**config.mk**
```make
export PLATFORM = sky130hd
export DESIGN_NAME = sst_ctrl
export DESIGN_NICKNAME = d
export VERILOG_FILES = /design/src/sv/sst_pkg.sv /design/src/sv/sst_ctrl.sv
export SDC_FILE = /design/constraint.sdc
export NUM_CORES = 1
export LEC_CHECK = 0
export ABC_AREA = 1
export BUFFER_PORTS_ARGS = -buffer_cell sky130_fd_sc_hd__buf_2
export CORE_AREA = 2 2 39 41
export CTS_CLUSTER_SIZE = 25
export DETAILED_ROUTE_END_ITERATION = 6
export DIE_AREA = 0 0 41 43
export HOLD_SLACK_MARGIN = 0.05
export PLACE_DENSITY = 0.55
export SETUP_SLACK_MARGIN = 0.15
export SYNTH_ARGS = -nofsm -noshare
export SYNTH_HDL_FRONTEND = slang
export SYNTH_SLANG_ARGS = --single-unit
```
**constraint.sdc**
```tcl
create_clock -name clk -period 1.5 [get_ports clk]
set_input_delay 0.375 -clock clk [delete_from_list [all_inputs] [get_ports clk]]
set_output_delay 0.375 -clock clk [all_outputs]
set_load 0.02 [all_outputs]
```
**src/sv/sst_pkg.sv**
```systemverilog
`default_nettype none

package sst_pkg;

  localparam int VALUE_W = 32;
  localparam int SIZE_W  = 11;

  typedef enum logic [1:0] {
    MODE_INSERT = 2'd0,
    MODE_ERASE  = 2'd1,
    MODE_QUERY  = 2'd2,
    MODE_CLEAR  = 2'd3
  } mode_t;

  typedef enum logic [1:0] {
    ST_OK        = 2'd0,
    ST_DUPLICATE = 2'd1,
    ST_FULL      = 2'd2,
    ST_NOT_FOUND = 2'd3
  } status_t;

  typedef struct packed {
    mode_t              mode;
    logic [VALUE_W-1:0] value;
  } sst_in_t;

  typedef struct packed {
    status_t           status;
    logic              present;
    logic [SIZE_W-1:0] size;
  } sst_out_t;

  typedef enum logic [2:0] {
    S_IDLE,
    S_SRCH,
    S_SRCH_CMP,
    S_DECIDE,
    S_SHIFT,
    S_SHIFT_WR,
    S_PLACE,
    S_FINISH
  } sst_state_t;

  typedef struct packed {
    logic load;
    logic srch_rd;
    logic srch_upd;
    logic shift_init;
    logic shift_rd;
    logic shift_wr;
    logic place;
    logic finish;
  } sst_cmd_t;

  typedef struct packed {
    mode_t mode;
    logic  srch_more;
    logic  hit;
    logic  full;
    logic  shift_done;
    logic  out_busy;
  } sst_stat_t;

endpackage

`default_nettype wire

```
**src/sv/sst_ctrl.sv**
```systemverilog
`default_nettype none

module sst_ctrl (
  input  logic               clk,
  input  logic               rst_n,
  input  logic               in_valid,
  output logic               in_ready,
  input  sst_pkg::sst_stat_t stat,
  output sst_pkg::sst_cmd_t  cmd
);
  import sst_pkg::*;

  sst_state_t state_r;
  sst_state_t state_nxt;

  always_ff @(posedge clk) begin
    if (!rst_n) begin
      state_r <= S_IDLE;
    end else begin
      state_r <= state_nxt;
    end
  end

  always_comb begin
    state_nxt = state_r;
    cmd       = '0;
    in_ready  = 1'b0;
    case (state_r)
      S_IDLE: begin
        in_ready = 1'b1;
        if (in_valid) begin
          cmd.load  = 1'b1;
          state_nxt = S_SRCH;
        end
      end
      // binary search for the lower bound
      S_SRCH: begin
        if (stat.srch_more) begin
          cmd.srch_rd = 1'b1;
          state_nxt   = S_SRCH_CMP;
        end else begin
          state_nxt = S_DECIDE;
        end
      end
      S_SRCH_CMP: begin
        cmd.srch_upd = 1'b1;
        state_nxt    = S_SRCH;
      end
      S_DECIDE: begin
        if ((stat.mode == MODE_INSERT) && !stat.hit && !stat.full) begin
          cmd.shift_init = 1'b1;
          state_nxt      = S_SHIFT;
        end else if ((stat.mode == MODE_ERASE) && stat.hit) begin
          cmd.shift_init = 1'b1;
          state_nxt      = S_SHIFT;
        end else begin
          state_nxt = S_FINISH;
        end
      end
      // one entry moved per read/write pair
      S_SHIFT: begin
        if (stat.shift_done) begin
          state_nxt = (stat.mode == MODE_INSERT) ? S_PLACE : S_FINISH;
        end else begin
          cmd.shift_rd = 1'b1;
          state_nxt    = S_SHIFT_WR;
        end
      end
      S_SHIFT_WR: begin
        cmd.shift_wr = 1'b1;
        state_nxt    = S_SHIFT;
      end
      S_PLACE: begin
        cmd.place = 1'b1;
        state_nxt = S_FINISH;
      end
      S_FINISH: begin
        if (!stat.out_busy) begin
          cmd.finish = 1'b1;
          state_nxt  = S_IDLE;
        end
      end
      default: begin
        state_nxt = S_IDLE;
      end
    endcase
  end

endmodule

`default_nettype wire

```
# After elaboration in Yosys (flattened, before gate mapping)
# Cells that the tools add are included.
[op_classes]
eq_ne = 10
n_reduce_logical = 8
n_mux = 23
[ops]
columns = ["cell", "count"]
rows = [
  ["one-hot mux 3 bit (8 select lines)", 1],
  ["2-to-1 mux 1 bit", 17],
  ["== test 3 bit (second input constant)", 4],
  ["2-to-1 mux 3 bit", 3],
  ["== test 3 x 2 -> 1 bit (second input constant)", 2],
  ["2-to-1 mux 2 bit", 2],
  ["inequality test 2 bit (second input constant)", 2],
  ["== test 3 x 1 -> 1 bit (second input constant)", 1],
  ["logical AND 1 bit", 3],
  ["zero test 3 bit", 1],
  ["== test 2 x 1 -> 1 bit (second input constant)", 1],
  ["zero test 1 bit", 2],
  ["zero test 2 bit", 1],
  ["AND reduction 2 bit", 1],
]
[totals]
out_inout_bits = 9
regBits = 3

# Logic depth before layout (Yosys ltp)
[depth]
depth_word = 5
ltp_mapped = 8
depth_no_buf = 7

# Worst setup path before layout
# Ideal clock, no wire load.
[synth_path]
kind = "reg-to-output"
startpoint = "register state_r[0]"
endpoint = "output cmd[4] in the netlist's numbering"
required_ps = 1125
setup_slack_ps = -31
path_buffers = 1
path_stages_with_launch = 5
t_arrival_ps = 1156
cell_sequence = "dfxtp_1 > buf_2 > nand2_2 > nor2_2 > a21boi_0"
[synth_lines]
columns = ["element", "line", "source"]
rows = [
  ["from (decl)", "sst_ctrl.sv:13", "sst_state_t state_r;"],
  ["from (signal assigned)", "sst_ctrl.sv:20", "state_r <= state_nxt;"],
  ["to (decl)", "sst_ctrl.sv:9", "output sst_pkg::sst_cmd_t cmd"],
]

==> metrics.log <==
[metrics] total of fill cells in the finished design: 148
[metrics] Critical Path Sink: cmd[6]
[metrics] Worst EP required: 1.12 ns
[metrics] startpoint of the worst setup timing path: state_r[0]
[metrics] Final Total Pwr: 499 uW
[metrics] vias in the first global route: 378
[metrics] Worst-path clk slew: 0.04 ns
[metrics] starting density of the core: 20.2%
[metrics] number of clock sinks: 3
[metrics] Crit path arrival time: 1.08 ns
[metrics] Max transition margin: 88.8%
[metrics] internal reg-to-reg setup slack: 0.39 ns
[metrics] post-synthesis net count: 62
[metrics] cell count after synthesis: 52
[metrics] storage element area: 71.3 um2
[metrics] post-DR wirelength/cell: 9.20 um
[metrics] sum of overflow across all layers after global routing: 0
[metrics] count of input and output buffers: 18
[metrics] element type at the critical path end: primary output
[metrics] Core Util, Final: 40.2%
[metrics] core area: 1380 um2
[metrics] total count of max-transition violations in the final report: 0
[metrics] Hold Vio Cnt, Final: 0
[metrics] Max-Cap Viols: 0
[metrics] final number of setup-violating endpoints: 0
[metrics] number of violations reported at the end of detailed-routing iteration 0: 3
[metrics] # H-tree levels: 1
[metrics] footprint of the multi-input gates: 229 um2
[metrics] switching power share of the total: 37.7%
[metrics] worst slack, placed: 0.0766 ns
[metrics] total of warnings raised by yosys: 0
[metrics] via count of the routed design: 419
[metrics] estimated wirelength of the detail-placed design: 628 um
[metrics] Worst Reg-to-Reg Cells: 8
[metrics] setup slack after layout: 0.0438 ns
[metrics] clock tree root buffer cell: clkbuf_4
[metrics] aggregate negative setup slack: 0 ns
[metrics] crit share post-route: 97.1%
[metrics] power share of the combinational group: 48.3%
[metrics] # DRC: 0
[metrics] top register by number of flip-flops: state_r
[metrics] Worst R2R End: state_r[1]
[metrics] hold buffer count at cts: 0
[metrics] ports placed on the boundary: 19
[metrics] P_leak: 0.313 nW
[metrics] number of antenna diodes: 0
[metrics] setup repair after global routing missed its margin: true
[metrics] unique cell type count in the Yosys netlist: 14
[metrics] proportion of power drawn by the clock network: 27.9%
[metrics] fraction of final layout cells with drive strength greater than 1: 56.3%
[metrics] post-synthesis register bit count: 3
[metrics] max reg flops: 3
[metrics] GP Congestion: 0.710
[metrics] maximum number of pins on one net before global-route repair: 7
[metrics] Cells after DPL: 85
[metrics] total global-route track usage: 10.8%
[metrics] TritonCTS clock tree: yes
[metrics] largest registers in the final layout: state_r x3
[metrics] Mean Syn Cell Area: 5.37 um2
[metrics] worst-case vdd ir drop: 308 uV
[metrics] wire length of the first global-routing pass: 1300 um
[metrics] count of TritonRoute iterations in the first routing pass: 2
[metrics] status: finished clean
[metrics] vertical extent of the die: 43 um
[metrics] number of buffers created by CTS: 3
[metrics] part of the total power dissipated in sequential elements: 23.8%
[metrics] cell internal pwr: 311 uW
[metrics] achievable clock frequency: 687 MHz
[metrics] cell area after placement: 394 um2
[metrics] Worst Max-Slew Pin Slew: 0.167 ns
[metrics] Die Wd: 41 um
[metrics] power dissipated by switching net loads: 188 uW
[metrics] clock insertion delay at the later pin of the skew report: 0.23 ns
[metrics] Min-Delay Path Class: in -> reg
[metrics] synthesized cell area: 279 um2
[metrics] startpoint types: flop
[metrics] Final Non-Filler Cells: 96
[metrics] floorplan die area: 1760 um2
[metrics] power density over the cells: 897 nW/um2
[metrics] final worst clock skew: 0.000559 ns
[metrics] number of routed nets with antenna violations: 0
[metrics] worst-path fanout max: 5
[metrics] beginning of the worst register-to-register path: state_r[0]
[metrics] routed wire length: 883 um
[metrics] kind of critical path: reg -> out
[metrics] average via count per standard cell: 4.36
[metrics] WHS: 0.378 ns
[metrics] Area Overhead vs Synth: 99.6%
[metrics] clk buf depth: 2
[metrics] antenna violations before repair: 0
[metrics] Tmin final: 1.46 ns
[metrics] final instance area: 557 um2
[metrics] number of cell rows: 14
[metrics] number of nets in the layout: 91
[metrics] fraction of the yosys area taken by sequential cells: 21.5%
==> timing repair <==
item,CTS,global route
buffers inserted,6,1
pin swaps,3,2
gates resized for setup,22,6
setup endpoints to repair,9,9
==> final cells by class <==
type,count,share of cell area [%]
clock buffer,4,4.72
inverter,9,6.07
tap,16,3.60
multi-input combinational,39,41.1
timing repair buffer,25,31.7
sequential,3,12.8
==> synth_stat cells <==
library cell / instances / area share, %
nand3_2: 1 / 3.6
nor3_1: 4 / 7.2
dfxtp_1: 3 / 22
buf_2: 1 / 1.8
inv_2: 2 / 2.7
nor2_2: 1 / 2.2
nand2_1: 12 / 16
nand3_1: 5 / 9.0
a21oi_1: 2 / 3.6
a21boi_0: 1 / 2.7
nand2_2: 1 / 2.2
inv_1: 7 / 9.4
nand4_1: 2 / 4.5
nor2_1: 10 / 13
==> worst max-delay path, stage by stage, from the launching register on <==
cell and delay [ns]:
dfxtp_4 0.39, buf_6 0.11, nand3_2 0.07, nor2_1 0.13
buf_4 0.15
==> layout by cell type (no fill, tap or decap) <==
cell type / instances
nand3_1: 4
clkbuf_4: 3
nor2_2: 1
inv_2: 3
buf_4: 13
nand3_2: 2
nand2_4: 1
a21oi_1: 2
nor2_1: 8
inv_1: 6
nor2_4: 2
nor3_2: 4
nand4_1: 2
a21boi_2: 1
dfxtp_4: 3
buf_6: 3
clkbuf_1: 1
buf_2: 9
nand2_1: 12
==> power groups by stage <==
stage                     combinational, mW  sequential (mW)  clock, mW
final                                 0.241            0.119      0.139
after global placement                0.148            0.114          0
after global routing                  0.260            0.121      0.157
after floorplan                       0.115            0.103          0
after detailed placement              0.149            0.115          0
after CTS                             0.214            0.117      0.148
==> kinds of logic after synthesis <==
| kind of cell | count (synthesis) | share of synthesized area (%) |
|---|---|---|
| flip-flops | 3 | 21.5 |
| AO/OA/AOI/OAI | 3 | 6.28 |
| buffers and inverters | 10 | 13.9 |
| AND/OR/NAND/NOR | 36 | 58.3 |
==> routing by layer <==
metal | global-route usage, % | share of wire [%] | up-vias
met5 | 0 | 0 | -
met4 | 6.00 | 0 | 0
met3 | 3.14 | 5.3 | 0
met2 | 19.4 | 61 | 9
met1 | 9.90 | 34 | 189
li1 | - | - | 221
==> worst min path at each step <==
stage | from | to | slack, ns | cells past startpoint
after floorplan | rst_n | state_r[1] | 0.47 | 2
after global placement | rst_n | state_r[1] | 0.61 | 3
after detailed placement | rst_n | state_r[1] | 0.62 | 3
after CTS | rst_n | state_r[1] | 0.38 | 3
after global routing | rst_n | state_r[1] | 0.40 | 3
final | rst_n | state_r[1] | 0.38 | 3
(Power assumes the default switching activity.)
